## config.mk

```make
export PLATFORM = sky130hd
export DESIGN_NAME = contiguous_fit_allocator
export DESIGN_NICKNAME = d
export VERILOG_FILES = /design/src/rtl/core/cfa_pkg.sv /design/src/rtl/core/contiguous_fit_allocator.sv /design/src/rtl/core/cfa_ctrl.sv /design/src/rtl/core/cfa_datapath.sv
export SDC_FILE = /design/constraint.sdc
export NUM_CORES = 2
export LEC_CHECK = 0
export CAP_MARGIN = 20
export CORE_ASPECT_RATIO = 0.6
export CORE_UTILIZATION = 57
export DETAILED_ROUTE_END_ITERATION = 10
export DONT_BUFFER_PORTS = 1
export PLACE_DENSITY = 0.75
export SETUP_SLACK_MARGIN = 0.3
export SYNTH_ARGS = -nofsm -noshare
export SYNTH_HDL_FRONTEND = slang
export SYNTH_SLANG_ARGS = --single-unit
```

## constraint.sdc

```tcl
create_clock -name clock -period 5.07 [get_ports clock]
set_input_delay 1.014 -clock clock [delete_from_list [all_inputs] [get_ports clock]]
set_output_delay 1.014 -clock clock [all_outputs]
set_load 0.05 [all_outputs]
```

## src/rtl/core/cfa_pkg.sv

```systemverilog
// ----------------------------------------------------------------------------
// Contiguous fit allocator package
// Shared constants, codes and controller/datapath interface types.
// ----------------------------------------------------------------------------
package cfa_pkg;

   localparam int MEM_UNITS_DEFAULT    = 1024;
   localparam int MAX_SEGMENTS_DEFAULT = 64;
   localparam int OWNER_BITS_DEFAULT   = 8;

   localparam int OWNER_ID_WIDTH     = 8;
   localparam int REQUEST_SIZE_WIDTH = 11;
   localparam int ADDRESS_WIDTH      = 10;
   localparam int STATUS_WIDTH       = 2;
   localparam int FIT_MODE_WIDTH     = 2;

   localparam logic [FIT_MODE_WIDTH-1:0] FIT_FIRST = 2'd0;
   localparam logic [FIT_MODE_WIDTH-1:0] FIT_BEST  = 2'd1;
   localparam logic [FIT_MODE_WIDTH-1:0] FIT_WORST = 2'd2;

   localparam logic OP_ALLOCATE = 1'b0;
   localparam logic OP_FREE     = 1'b1;

   typedef enum logic [STATUS_WIDTH-1:0] {
      STATUS_OK       = 2'd0,
      STATUS_NO_FIT   = 2'd1,
      STATUS_FULL     = 2'd2,
      STATUS_NO_OWNER = 2'd3
   } status_type;

   typedef enum logic [2:0] {
      ST_INIT,
      ST_IDLE,
      ST_SCAN,
      ST_DECIDE,
      ST_WRITE1,
      ST_SHIFT,
      ST_WRITE2,
      ST_DONE
   } state_type;

   typedef struct packed {
      logic init;
      logic load;
      logic scan;
      logic decide;
      logic write1;
      logic shift;
      logic write2;
      logic respond;
   } ctrl_cmd_type;

   typedef struct packed {
      logic scan_done;
      logic shift_done;
   } dp_status_type;

endpackage

```

## src/rtl/core/contiguous_fit_allocator.sv

```systemverilog
// ----------------------------------------------------------------------------
// Contiguous fit allocator
// First, best or worst fit allocator over an ordered table of segments.
//
//   channel  | handshake          | payload
//   req_     | req_valid/ready    | operation, owner_id, request_size
//   rsp_     | rsp_valid/ready    | status, address
//   csr_     | csr_valid/ready    | fit_mode
//
// One transaction at a time: the accept cycle, a scan of N table entries on
// the table's single read port, decide, a first write, a shift of M moved
// entries, a second write and the response.
// After reset the INIT state writes the initial segment before req_ready rises.
// A waiting response holds in the output register; the next transaction is
// accepted meanwhile and stalls only at its own response.
// ----------------------------------------------------------------------------
module contiguous_fit_allocator #(
   parameter int MEM_UNITS    = cfa_pkg::MEM_UNITS_DEFAULT,
   parameter int MAX_SEGMENTS = cfa_pkg::MAX_SEGMENTS_DEFAULT,
   parameter int OWNER_BITS   = cfa_pkg::OWNER_BITS_DEFAULT
) (
   input  logic                                   clock,
   input  logic                                   reset,
   input  logic                                   req_valid,
   output logic                                   req_ready,
   input  logic                                   req_operation,
   input  logic [cfa_pkg::OWNER_ID_WIDTH-1:0]     req_owner_id,
   input  logic [cfa_pkg::REQUEST_SIZE_WIDTH-1:0] req_request_size,
   output logic                                   rsp_valid,
   input  logic                                   rsp_ready,
   output logic [cfa_pkg::STATUS_WIDTH-1:0]       rsp_status,
   output logic [cfa_pkg::ADDRESS_WIDTH-1:0]      rsp_address,
   input  logic                                   csr_valid,
   output logic                                   csr_ready,
   input  logic [cfa_pkg::FIT_MODE_WIDTH-1:0]     csr_fit_mode
);

   cfa_pkg::ctrl_cmd_type  cmd;
   cfa_pkg::dp_status_type stat;

   assign csr_ready = 1'b1;

   cfa_ctrl u_ctrl (
      .clock     (clock),
      .reset     (reset),
      .req_valid (req_valid),
      .req_ready (req_ready),
      .rsp_valid (rsp_valid),
      .rsp_ready (rsp_ready),
      .cmd       (cmd),
      .stat      (stat)
   );

   cfa_datapath #(
      .MEM_UNITS    (MEM_UNITS),
      .MAX_SEGMENTS (MAX_SEGMENTS),
      .OWNER_BITS   (OWNER_BITS)
   ) u_datapath (
      .clock            (clock),
      .reset            (reset),
      .cmd              (cmd),
      .stat             (stat),
      .req_operation    (req_operation),
      .req_owner_id     (req_owner_id),
      .req_request_size (req_request_size),
      .csr_valid        (csr_valid),
      .csr_fit_mode     (csr_fit_mode),
      .rsp_status       (rsp_status),
      .rsp_address      (rsp_address)
   );

endmodule

```

## src/rtl/core/cfa_ctrl.sv

```systemverilog
// ----------------------------------------------------------------------------
// Contiguous fit allocator controller
// Sequences init, scan, decide, table update and response for one transaction.
// ----------------------------------------------------------------------------
module cfa_ctrl (
   input  logic                   clock,
   input  logic                   reset,
   input  logic                   req_valid,
   output logic                   req_ready,
   output logic                   rsp_valid,
   input  logic                   rsp_ready,
   output cfa_pkg::ctrl_cmd_type  cmd,
   input  cfa_pkg::dp_status_type stat
);

   cfa_pkg::state_type state_ff, state_in;
   logic               rsp_valid_ff, rsp_valid_in;

   always_ff @(posedge clock) begin
      if (reset) begin
         state_ff     <= cfa_pkg::ST_INIT;
         rsp_valid_ff <= 1'b0;
      end else begin
         state_ff     <= state_in;
         rsp_valid_ff <= rsp_valid_in;
      end
   end

   always_comb begin
      state_in  = state_ff;
      cmd       = '0;
      req_ready = 1'b0;
      case (state_ff)
         cfa_pkg::ST_INIT: begin
            cmd.init = 1'b1;
            state_in = cfa_pkg::ST_IDLE;
         end
         cfa_pkg::ST_IDLE: begin
            req_ready = 1'b1;
            if (req_valid) begin
               cmd.load = 1'b1;
               state_in = cfa_pkg::ST_SCAN;
            end
         end
         cfa_pkg::ST_SCAN: begin
            cmd.scan = 1'b1;
            if (stat.scan_done) begin
               state_in = cfa_pkg::ST_DECIDE;
            end
         end
         cfa_pkg::ST_DECIDE: begin
            cmd.decide = 1'b1;
            state_in   = cfa_pkg::ST_WRITE1;
         end
         cfa_pkg::ST_WRITE1: begin
            cmd.write1 = 1'b1;
            state_in   = cfa_pkg::ST_SHIFT;
         end
         cfa_pkg::ST_SHIFT: begin
            cmd.shift = 1'b1;
            if (stat.shift_done) begin
               state_in = cfa_pkg::ST_WRITE2;
            end
         end
         cfa_pkg::ST_WRITE2: begin
            cmd.write2 = 1'b1;
            state_in   = cfa_pkg::ST_DONE;
         end
         cfa_pkg::ST_DONE: begin
            // hold until the output register is free
            if (!rsp_valid_ff || rsp_ready) begin
               cmd.respond = 1'b1;
               state_in    = cfa_pkg::ST_IDLE;
            end
         end
         default: begin
            state_in = cfa_pkg::ST_INIT;
         end
      endcase
   end

   always_comb begin
      if (cmd.respond) begin
         rsp_valid_in = 1'b1;
      end else if (rsp_ready) begin
         rsp_valid_in = 1'b0;
      end else begin
         rsp_valid_in = rsp_valid_ff;
      end
   end

   assign rsp_valid = rsp_valid_ff;

endmodule

```

## src/rtl/core/cfa_datapath.sv

```systemverilog
// ----------------------------------------------------------------------------
// Contiguous fit allocator datapath
// Segment table memory, scan evaluation, update planning and entry shifter.
// ----------------------------------------------------------------------------
module cfa_datapath #(
   parameter int MEM_UNITS    = cfa_pkg::MEM_UNITS_DEFAULT,
   parameter int MAX_SEGMENTS = cfa_pkg::MAX_SEGMENTS_DEFAULT,
   parameter int OWNER_BITS   = cfa_pkg::OWNER_BITS_DEFAULT
) (
   input  logic                                     clock,
   input  logic                                     reset,
   input  cfa_pkg::ctrl_cmd_type                    cmd,
   output cfa_pkg::dp_status_type                   stat,
   input  logic                                     req_operation,
   input  logic [cfa_pkg::OWNER_ID_WIDTH-1:0]       req_owner_id,
   input  logic [cfa_pkg::REQUEST_SIZE_WIDTH-1:0]   req_request_size,
   input  logic                                     csr_valid,
   input  logic [cfa_pkg::FIT_MODE_WIDTH-1:0]       csr_fit_mode,
   output logic [cfa_pkg::STATUS_WIDTH-1:0]         rsp_status,
   output logic [cfa_pkg::ADDRESS_WIDTH-1:0]        rsp_address
);

   localparam int AW = $clog2(MEM_UNITS);
   localparam int LW = $clog2(MEM_UNITS + 1);
   localparam int CW = (LW > cfa_pkg::REQUEST_SIZE_WIDTH) ? LW : cfa_pkg::REQUEST_SIZE_WIDTH;
   localparam int IW = $clog2(MAX_SEGMENTS);
   localparam int NW = $clog2(MAX_SEGMENTS + 1);
   localparam int OB = OWNER_BITS;
   localparam int WW = AW + LW + OB + 1;
   localparam logic [NW-1:0] MAX_COUNT = NW'(MAX_SEGMENTS);
   localparam logic [LW-1:0] FULL_LEN  = LW'(MEM_UNITS);

   function automatic logic [WW-1:0] pack_word(logic [AW-1:0] s, logic [LW-1:0] l,
                                               logic [OB-1:0] o, logic f);
      return {s, l, o, f};
   endfunction

   // table memory: one write port, one registered read port
   logic [WW-1:0] mem [MAX_SEGMENTS];
   logic [IW-1:0] rd_addr;
   logic [WW-1:0] rd_data_ff;
   logic          wr_en;
   logic [IW-1:0] wr_addr;
   logic [WW-1:0] wr_data;

   always_ff @(posedge clock) begin
      if (wr_en) begin
         mem[wr_addr] <= wr_data;
      end
      rd_data_ff <= mem[rd_addr];
   end

   logic [AW-1:0] e_start;
   logic [LW-1:0] e_len;
   logic [OB-1:0] e_owner;
   logic          e_free;

   assign e_start = rd_data_ff[WW-1 -: AW];
   assign e_len   = rd_data_ff[OB+LW -: LW];
   assign e_owner = rd_data_ff[OB:1];
   assign e_free  = rd_data_ff[0];

   // control registers
   logic [cfa_pkg::FIT_MODE_WIDTH-1:0] fit_mode_ff, fit_mode_in;
   logic [NW-1:0] count_ff, count_in;
   logic          eval_valid_ff, eval_valid_in;
   logic          pw_valid_ff, pw_valid_in;
   logic [NW-1:0] sh_left_ff, sh_left_in;

   // payload registers
   logic          op_ff, op_in;
   logic [OB-1:0] key_ff, key_in;
   logic [CW-1:0] size_ff, size_in;
   logic [NW-1:0] scan_ptr_ff, scan_ptr_in;
   logic [IW-1:0] eval_idx_ff, eval_idx_in;
   logic          found_ff, found_in;
   logic [IW-1:0] pick_ff, pick_in;
   logic [LW-1:0] best_ff, best_in;
   logic [AW-1:0] pick_start_ff, pick_start_in;
   logic          last_free_ff, last_free_in;
   logic [LW-1:0] last_len_ff, last_len_in;
   logic [AW-1:0] last_start_ff, last_start_in;
   logic          prev_free_ff, prev_free_in;
   logic [LW-1:0] prev_len_ff, prev_len_in;
   logic [AW-1:0] prev_start_ff, prev_start_in;
   logic          need_next_ff, need_next_in;
   logic          next_free_ff, next_free_in;
   logic [LW-1:0] next_len_ff, next_len_in;
   cfa_pkg::status_type res_status_ff, res_status_in;
   logic [AW-1:0] res_addr_ff, res_addr_in;
   logic          w1_en_ff, w1_en_in;
   logic [IW-1:0] w1_addr_ff, w1_addr_in;
   logic [WW-1:0] w1_data_ff, w1_data_in;
   logic          w2_en_ff, w2_en_in;
   logic [IW-1:0] w2_addr_ff, w2_addr_in;
   logic [WW-1:0] w2_data_ff, w2_data_in;
   logic [IW-1:0] sh_src_ff, sh_src_in;
   logic          sh_up_ff, sh_up_in;
   logic [1:0]    sh_gap_ff, sh_gap_in;
   logic [IW-1:0] pw_addr_ff, pw_addr_in;
   logic [cfa_pkg::STATUS_WIDTH-1:0]  rsp_status_ff, rsp_status_in;
   logic [cfa_pkg::ADDRESS_WIDTH-1:0] rsp_address_ff, rsp_address_in;

   always_ff @(posedge clock) begin
      if (reset) begin
         fit_mode_ff   <= cfa_pkg::FIT_FIRST;
         count_ff      <= NW'(1);
         eval_valid_ff <= 1'b0;
         pw_valid_ff   <= 1'b0;
         sh_left_ff    <= '0;
      end else begin
         fit_mode_ff   <= fit_mode_in;
         count_ff      <= count_in;
         eval_valid_ff <= eval_valid_in;
         pw_valid_ff   <= pw_valid_in;
         sh_left_ff    <= sh_left_in;
      end
   end

   always_ff @(posedge clock) begin
      op_ff          <= op_in;
      key_ff         <= key_in;
      size_ff        <= size_in;
      scan_ptr_ff    <= scan_ptr_in;
      eval_idx_ff    <= eval_idx_in;
      found_ff       <= found_in;
      pick_ff        <= pick_in;
      best_ff        <= best_in;
      pick_start_ff  <= pick_start_in;
      last_free_ff   <= last_free_in;
      last_len_ff    <= last_len_in;
      last_start_ff  <= last_start_in;
      prev_free_ff   <= prev_free_in;
      prev_len_ff    <= prev_len_in;
      prev_start_ff  <= prev_start_in;
      need_next_ff   <= need_next_in;
      next_free_ff   <= next_free_in;
      next_len_ff    <= next_len_in;
      res_status_ff  <= res_status_in;
      res_addr_ff    <= res_addr_in;
      w1_en_ff       <= w1_en_in;
      w1_addr_ff     <= w1_addr_in;
      w1_data_ff     <= w1_data_in;
      w2_en_ff       <= w2_en_in;
      w2_addr_ff     <= w2_addr_in;
      w2_data_ff     <= w2_data_in;
      sh_src_ff      <= sh_src_in;
      sh_up_ff       <= sh_up_in;
      sh_gap_ff      <= sh_gap_in;
      pw_addr_ff     <= pw_addr_in;
      rsp_status_ff  <= rsp_status_in;
      rsp_address_ff <= rsp_address_in;
   end

   // configuration and request capture
   always_comb begin
      fit_mode_in = csr_valid ? csr_fit_mode : fit_mode_ff;
      op_in       = op_ff;
      key_in      = key_ff;
      size_in     = size_ff;
      if (cmd.load) begin
         op_in   = req_operation;
         key_in  = OB'({16'b0, req_owner_id});
         size_in = CW'(req_request_size);
      end
   end

   // scan: issue one read a cycle, evaluate the entry read the cycle before
   logic          issue;
   logic          fits;
   logic          better;
   logic          take_alloc;
   logic          take_free;

   assign issue = cmd.scan && (scan_ptr_ff < count_ff);

   always_comb begin
      fits   = e_free && (size_ff != '0) && (CW'(e_len) >= size_ff);
      better = !found_ff
               || ((fit_mode_ff == cfa_pkg::FIT_BEST) && (e_len < best_ff))
               || ((fit_mode_ff == cfa_pkg::FIT_WORST) && (e_len > best_ff));
      take_alloc = eval_valid_ff && (op_ff == cfa_pkg::OP_ALLOCATE) && fits && better;
      take_free  = eval_valid_ff && (op_ff == cfa_pkg::OP_FREE) && !found_ff && !e_free
                   && (e_owner == key_ff);

      scan_ptr_in   = scan_ptr_ff;
      eval_valid_in = issue;
      eval_idx_in   = IW'(scan_ptr_ff);
      found_in      = found_ff;
      pick_in       = pick_ff;
      best_in       = best_ff;
      pick_start_in = pick_start_ff;
      last_free_in  = last_free_ff;
      last_len_in   = last_len_ff;
      last_start_in = last_start_ff;
      prev_free_in  = prev_free_ff;
      prev_len_in   = prev_len_ff;
      prev_start_in = prev_start_ff;
      need_next_in  = need_next_ff;
      next_free_in  = next_free_ff;
      next_len_in   = next_len_ff;

      if (cmd.load) begin
         scan_ptr_in  = '0;
         found_in     = 1'b0;
         need_next_in = 1'b0;
         next_free_in = 1'b0;
         last_free_in = 1'b0;
      end else begin
         if (issue) begin
            scan_ptr_in = scan_ptr_ff + NW'(1);
         end
         if (eval_valid_ff) begin
            if (take_alloc || take_free) begin
               found_in      = 1'b1;
               pick_in       = eval_idx_ff;
               best_in       = e_len;
               pick_start_in = e_start;
            end
            if (take_free) begin
               prev_free_in  = last_free_ff;
               prev_len_in   = last_len_ff;
               prev_start_in = last_start_ff;
               need_next_in  = 1'b1;
            end else if (need_next_ff) begin
               next_free_in = e_free;
               next_len_in  = e_len;
               need_next_in = 1'b0;
            end
            last_free_in  = e_free;
            last_len_in   = e_len;
            last_start_in = e_start;
         end
      end
   end

   assign stat.scan_done = (scan_ptr_ff >= count_ff) && !eval_valid_ff;

   // decide: plan the writes and the shift
   logic [CW-1:0] remain_wide;
   logic [LW-1:0] remain;
   logic [NW-1:0] pick_n;
   logic [NW-1:0] pick_p1;
   logic [LW-1:0] sum_next;
   logic [NW-1:0] drop_base;

   always_comb begin
      remain_wide = CW'(best_ff) - size_ff;
      remain      = LW'(remain_wide);
      pick_n      = NW'(pick_ff);
      pick_p1     = pick_n + NW'(1);
      sum_next    = best_ff + (next_free_ff ? next_len_ff : LW'(0));
      drop_base   = prev_free_ff ? pick_n : pick_p1;

      res_status_in = res_status_ff;
      res_addr_in   = res_addr_ff;
      w1_en_in      = w1_en_ff;
      w1_addr_in    = w1_addr_ff;
      w1_data_in    = w1_data_ff;
      w2_en_in      = w2_en_ff;
      w2_addr_in    = w2_addr_ff;
      w2_data_in    = w2_data_ff;
      sh_up_in      = sh_up_ff;
      sh_gap_in     = sh_gap_ff;
      count_in      = count_ff;

      if (cmd.decide) begin
         res_status_in = cfa_pkg::STATUS_OK;
         res_addr_in   = pick_start_ff;
         w1_en_in      = 1'b0;
         w1_addr_in    = pick_ff;
         w1_data_in    = '0;
         w2_en_in      = 1'b0;
         w2_addr_in    = IW'(pick_p1);
         w2_data_in    = '0;
         sh_up_in      = 1'b0;
         sh_gap_in     = 2'd1;
         if (op_ff == cfa_pkg::OP_ALLOCATE) begin
            if (!found_ff) begin
               res_status_in = cfa_pkg::STATUS_NO_FIT;
               res_addr_in   = '0;
            end else if ((remain != '0) && (count_ff == MAX_COUNT)) begin
               res_status_in = cfa_pkg::STATUS_FULL;
               res_addr_in   = '0;
            end else begin
               w1_en_in   = 1'b1;
               w1_data_in = pack_word(pick_start_ff, LW'(size_ff), key_ff, 1'b0);
               if (remain != '0) begin
                  w2_en_in   = 1'b1;
                  w2_data_in = pack_word(AW'(CW'(pick_start_ff) + size_ff), remain,
                                         OB'(0), 1'b1);
                  sh_up_in   = 1'b1;
                  count_in   = count_ff + NW'(1);
               end
            end
         end else begin
            if (!found_ff) begin
               res_status_in = cfa_pkg::STATUS_NO_OWNER;
               res_addr_in   = '0;
            end else begin
               w1_en_in = 1'b1;
               if (prev_free_ff) begin
                  w1_addr_in = pick_ff - IW'(1);
                  w1_data_in = pack_word(prev_start_ff, prev_len_ff + sum_next, OB'(0), 1'b1);
               end else begin
                  w1_data_in = pack_word(pick_start_ff, sum_next, OB'(0), 1'b1);
               end
               if (prev_free_ff && next_free_ff) begin
                  sh_gap_in = 2'd2;
                  count_in  = count_ff - NW'(2);
               end else if (prev_free_ff || next_free_ff) begin
                  count_in  = count_ff - NW'(1);
               end
            end
         end
      end
   end

   // shifter: read one entry a cycle, write it at its new place the next cycle
   logic sh_step;

   assign sh_step = cmd.shift && (sh_left_ff != '0);

   always_comb begin
      sh_src_in   = sh_src_ff;
      sh_left_in  = sh_left_ff;
      pw_valid_in = 1'b0;
      pw_addr_in  = pw_addr_ff;
      if (cmd.decide) begin
         sh_left_in = '0;
         if ((op_ff == cfa_pkg::OP_ALLOCATE) && found_ff && (remain != '0)
             && (count_ff != MAX_COUNT)) begin
            sh_src_in  = IW'(count_ff - NW'(1));
            sh_left_in = count_ff - pick_p1;
         end else if ((op_ff == cfa_pkg::OP_FREE) && found_ff
                      && (prev_free_ff || next_free_ff)) begin
            if (prev_free_ff && next_free_ff) begin
               sh_src_in  = IW'(drop_base + NW'(2));
               sh_left_in = count_ff - drop_base - NW'(2);
            end else begin
               sh_src_in  = IW'(drop_base + NW'(1));
               sh_left_in = count_ff - drop_base - NW'(1);
            end
         end
      end else if (sh_step) begin
         sh_left_in  = sh_left_ff - NW'(1);
         pw_valid_in = 1'b1;
         if (sh_up_ff) begin
            sh_src_in  = sh_src_ff - IW'(1);
            pw_addr_in = sh_src_ff + IW'(1);
         end else begin
            sh_src_in  = sh_src_ff + IW'(1);
            pw_addr_in = sh_src_ff - IW'(sh_gap_ff);
         end
      end
   end

   assign stat.shift_done = (sh_left_ff == '0) && !pw_valid_ff;

   assign rd_addr = cmd.shift ? sh_src_ff : IW'(scan_ptr_ff);

   // single write port
   always_comb begin
      wr_en   = 1'b0;
      wr_addr = '0;
      wr_data = '0;
      if (cmd.init) begin
         wr_en   = 1'b1;
         wr_data = pack_word(AW'(0), FULL_LEN, OB'(0), 1'b1);
      end else if (pw_valid_ff) begin
         wr_en   = 1'b1;
         wr_addr = pw_addr_ff;
         wr_data = rd_data_ff;
      end else if (cmd.write1 && w1_en_ff) begin
         wr_en   = 1'b1;
         wr_addr = w1_addr_ff;
         wr_data = w1_data_ff;
      end else if (cmd.write2 && w2_en_ff) begin
         wr_en   = 1'b1;
         wr_addr = w2_addr_ff;
         wr_data = w2_data_ff;
      end
   end

   // response register
   always_comb begin
      rsp_status_in  = rsp_status_ff;
      rsp_address_in = rsp_address_ff;
      if (cmd.respond) begin
         rsp_status_in  = res_status_ff;
         rsp_address_in = cfa_pkg::ADDRESS_WIDTH'({{cfa_pkg::ADDRESS_WIDTH{1'b0}}, res_addr_ff});
      end
   end

   assign rsp_status  = rsp_status_ff;
   assign rsp_address = rsp_address_ff;

endmodule

```

==> results by group <==
Worst setup path
  – Crit-path cells: nand3b_4 -> a21oi_4 -> buf_12 -> buf_12 -> mux4_2 -> a22o_1 -> a221oi_1 -> o221ai_1
  – Worst-path maximum fanout: between 50 and 60
  – Cell mode on critical path: buf_12
  – Critical Path Slowest Stage Cell: a221oi_1
  – Crit path DAT: ~5.1 ns
  – Worst Path Required: ~5.7 ns
  – Critical path startpoint category: flip-flop
  – CP peak stage delay: around 1.2 ns
  – Crit. End Element: flip-flop
  – CP Class: flip-flop to flip-flop

Worst hold path
  – Type of the worst min-delay path: primary input to flip-flop

Floorplanning
  – DIE WIDTH: approximately 510 µm
  – Die height: roughly 300 µm
  – I/O pins: 42
  – DIE AREA: about 150000 µm²
  – Core footprint: 151000 µm²
  – Initial Util: 57.7%
  – Cell Rows: 110

Detailed routing
  – Initial DRC Count: about 8300
  – Vias per cell: roughly 7
  – First-pass detailed-route iteration total: 9
  – DR vias: 47200
  – DR WL/cell: between 30 and 40 µm
  – Drt drc: 0
  – Antenna Nets Post-Route: 0
  – Final WL: 236 mm

Layout
  – Area grow syn2layout: 12.0%
  – Util after Layout: ~65%
  – Nets: 4713
  – Layout cell share with drive strength beyond 1: 24.0%

Clock tree
  – CTS clk-pin slew, worst paths: 0.07 ns
  – H-tree depth: 4
  – Root Driver: clkbuf_16
  – CTS tree: built
  – Clk Latency, worst-skew pair: 0.83 ns
  – Num Clock Sinks: ~2200
  – Cts bufs inserted: 180
  – Bufs on Longest Clock Path: 3

Synthesis
  – Top post-synthesis cells by count: edfxtp_1, mux4_2, nor2_1
  – Ys flop type: edfxtp_1
  – Post-synth EDFFs: between 2000 and 2500
  – Most numerous cell in the Yosys netlist: edfxtp_1
  – YS warnings: 0
  – Syn Std Cell Area: ~87000 µm²
  – Post-Syn Instances: ~4400
  – Synth area leader: edfxtp_1
  – Yosys cell types: 82
  – #FFs+latches synth: between 2000 and 2500
  – Mapped Nets: roughly 4500
  – Seq/Total Area, Yosys: about three quarters
  – Syn_area_per_cell: 19.8 µm²
  – Post-synth ARST share: 0%
  – Area share of the largest cell type after synthesis: roughly three quarters
  – Largest cells by area after synthesis: edfxtp_1, mux4_2, dfxtp_1

Global route
  – First-pass GRT wire length: ~330 mm
  – Vias in the first global route: 45600
  – Initial antenna violation count: 15
  – Grt total ovfl: 0
  – Global Route Usage Sum: between 30% and 40%
  – Largest net degree at the start of global routing: between 60 and 70

Pwr
  – Logic pwr share: roughly a fifth
  – Leakage: between 20 and 30 nW
  – Sw Ratio: ~28%
  – Pwr per Cell Area: roughly 450 nW/µm²
  – Seq pwr share: a little under half
  – Share of total power in the clock network: approximately a third
  – Psw: about 0.012 W
  – Peak supply drop: 0.000377 V
  – Internal power: approximately 0.031 W

Timing
  – Min Tclk post-route: approximately 4.5 ns
  – Setup TNS: 0 ns
  – Fin. max-slew vios: 1
  – Final hold vios: 0
  – Setup violations, final: 0
  – RSZ-0062 raised after global routing: no
  – Final setup margin: between 0.6 and 0.7 ns
  – Clock skew: 0.0350 ns
  – Slew @ Worst Pin: around 1.5 ns
  – Slew HR: -2.04%
  – Fin crit share: roughly nine tenths
  – Max frequency: 224 MHz
  – Worst hold slack: between 0.2 and 0.3 ns

Status
  – Outcome: finished, violations left
  – Failing checks: slew limit

Run
  – Max_cap viols: 0

Place
  – GP Congestion: between 0.9 and 1
  – Post-Place Worst Slack: approximately 0.18 ns
  – Port buffer count: 0
  – Dpl hpwl: approximately 140 mm
==> stage by stage <==
stage / instance area [µm²] / total power, W / cells
final: 97400 / 0.0439 / 6751
after global placement: 91400 / 0.0296 / 6405
after CTS: 97300 / 0.0437 / 6743
after detailed placement: 91500 / 0.0298 / 6410
after global routing: 97400 / 0.0450 / 6749
after floorplan: 87000 / 0.0262 / 4387
==> state kept, by name, summed over array words and instances (netlist names), 11 cells and up <==
name / cells
u_datapath.mem: 1920
u_datapath.rd_data_ff: 30
u_datapath.w1_data_ff: 30
u_datapath.w2_data_ff: 22
u_datapath.best_ff: 11
u_datapath.last_len_ff: 11
u_datapath.next_len_ff: 11
u_datapath.prev_len_ff: 11
u_datapath.size_ff: 11
==> kinds of logic after synthesis <==
family / after synthesis / share of synthesized area [%]
buffers and inverters: 311 / 1.53
adder cells (fa/ha/maj): 109 / 1.62
flip-flops: 2193 / 74.9
multiplexers: 506 / 12.7
AO/OA/AOI/OAI: 600 / 5.08
AND/OR/NAND/NOR: 569 / 3.07
other: 1 / 0.00431
XOR/XNOR: 98 / 1.02
==> timing repair <==
item	in CTS	in global routing
hold buffers	0	0
setup endpoints to repair	2	5
buffers inserted	0	1
resized for setup	1	0
pin swaps	1	1
==> final cells by class <==
| cell class | instances | area [µm²] |
|---|---|---|
| well taps | 2016 | 2520 |
| inverters | 78 | 294 |
| clock buffers | 229 | 4840 |
| repair buffers | 245 | 2260 |
| flip-flops and latches | 2193 | 65200 |
| multi-input cells | 1883 | 21300 |
| fillers | 9584 | 53300 |
| diodes | 3 | 7.51 |
| clock inverters | 104 | 1020 |
==> worst paths after layout <==
| kind | start | to | slack [ns] | depth (start not counted) |
|---|---|---|---|---|
| worst max-delay path | u_ctrl.state_ff[0] | u_datapath.rd_data_ff[5] | 0.60 | 8 |
| worst min register to register | u_datapath.eval_idx_ff[3] | u_datapath.pick_ff[3] | 0.41 | 0 |
| worst max register to register | u_ctrl.state_ff[0] | u_datapath.rd_data_ff[5] | 0.60 | 8 |
| worst min-delay path | req_owner_id[6] | u_datapath.key_ff[6] | 0.30 | 0 |
==> power by group through the flow <==
stage	Clock (W)	Combinational, W	Sequential, W
2_1_floorplan	0	0.00507	0.0211
3_3_place_gp	0	0.00831	0.0213
3_5_place_dp	0	0.00843	0.0213
4_1_cts	0.0142	0.00851	0.0210
5_1_grt	0.0149	0.00914	0.0210
6_report	0.0142	0.00873	0.0210
==> routing by layer <==
| metal | global-route usage (%) | wire [µm] |
|---|---|---|
| met4 | 7.58 | 5510 |
| met3 | 13.0 | 42100 |
| met2 | 41.2 | 97400 |
| met5 | 0 | 23 |
| met1 | 46.6 | 90500 |
==> cell usage in the layout (no fill, tap or decap), drive strengths merged, types with 16 or more instances in the layout <==
master  count
a21o       22
ha         98
clkbuf    229
a221oi     69
a21oi      86
mux2i      20
nand3      36
xnor2      54
and2       35
nor3       35
edfxtp   2124
xor2       43
inv        87
dfxtp      69
a211oi     16
a22o       71
o221ai     32
nand2     148
bufinv     17
clkinv     70
buf       245
a22oi     176
o21ai      53
mux4      480
nor2      217
==> critical path, delay by kind of cell (launching register included) <==
| family | cells | cell delay (ns) |
|---|---|---|
| compound gates | 4 | 2.01 |
| flops | 1 | 0.67 |
| buf+inv | 2 | 0.64 |
| mux | 1 | 0.57 |
| simple gates | 1 | 0.33 |
No activity file was read; power rests on OpenSTA's default activity.
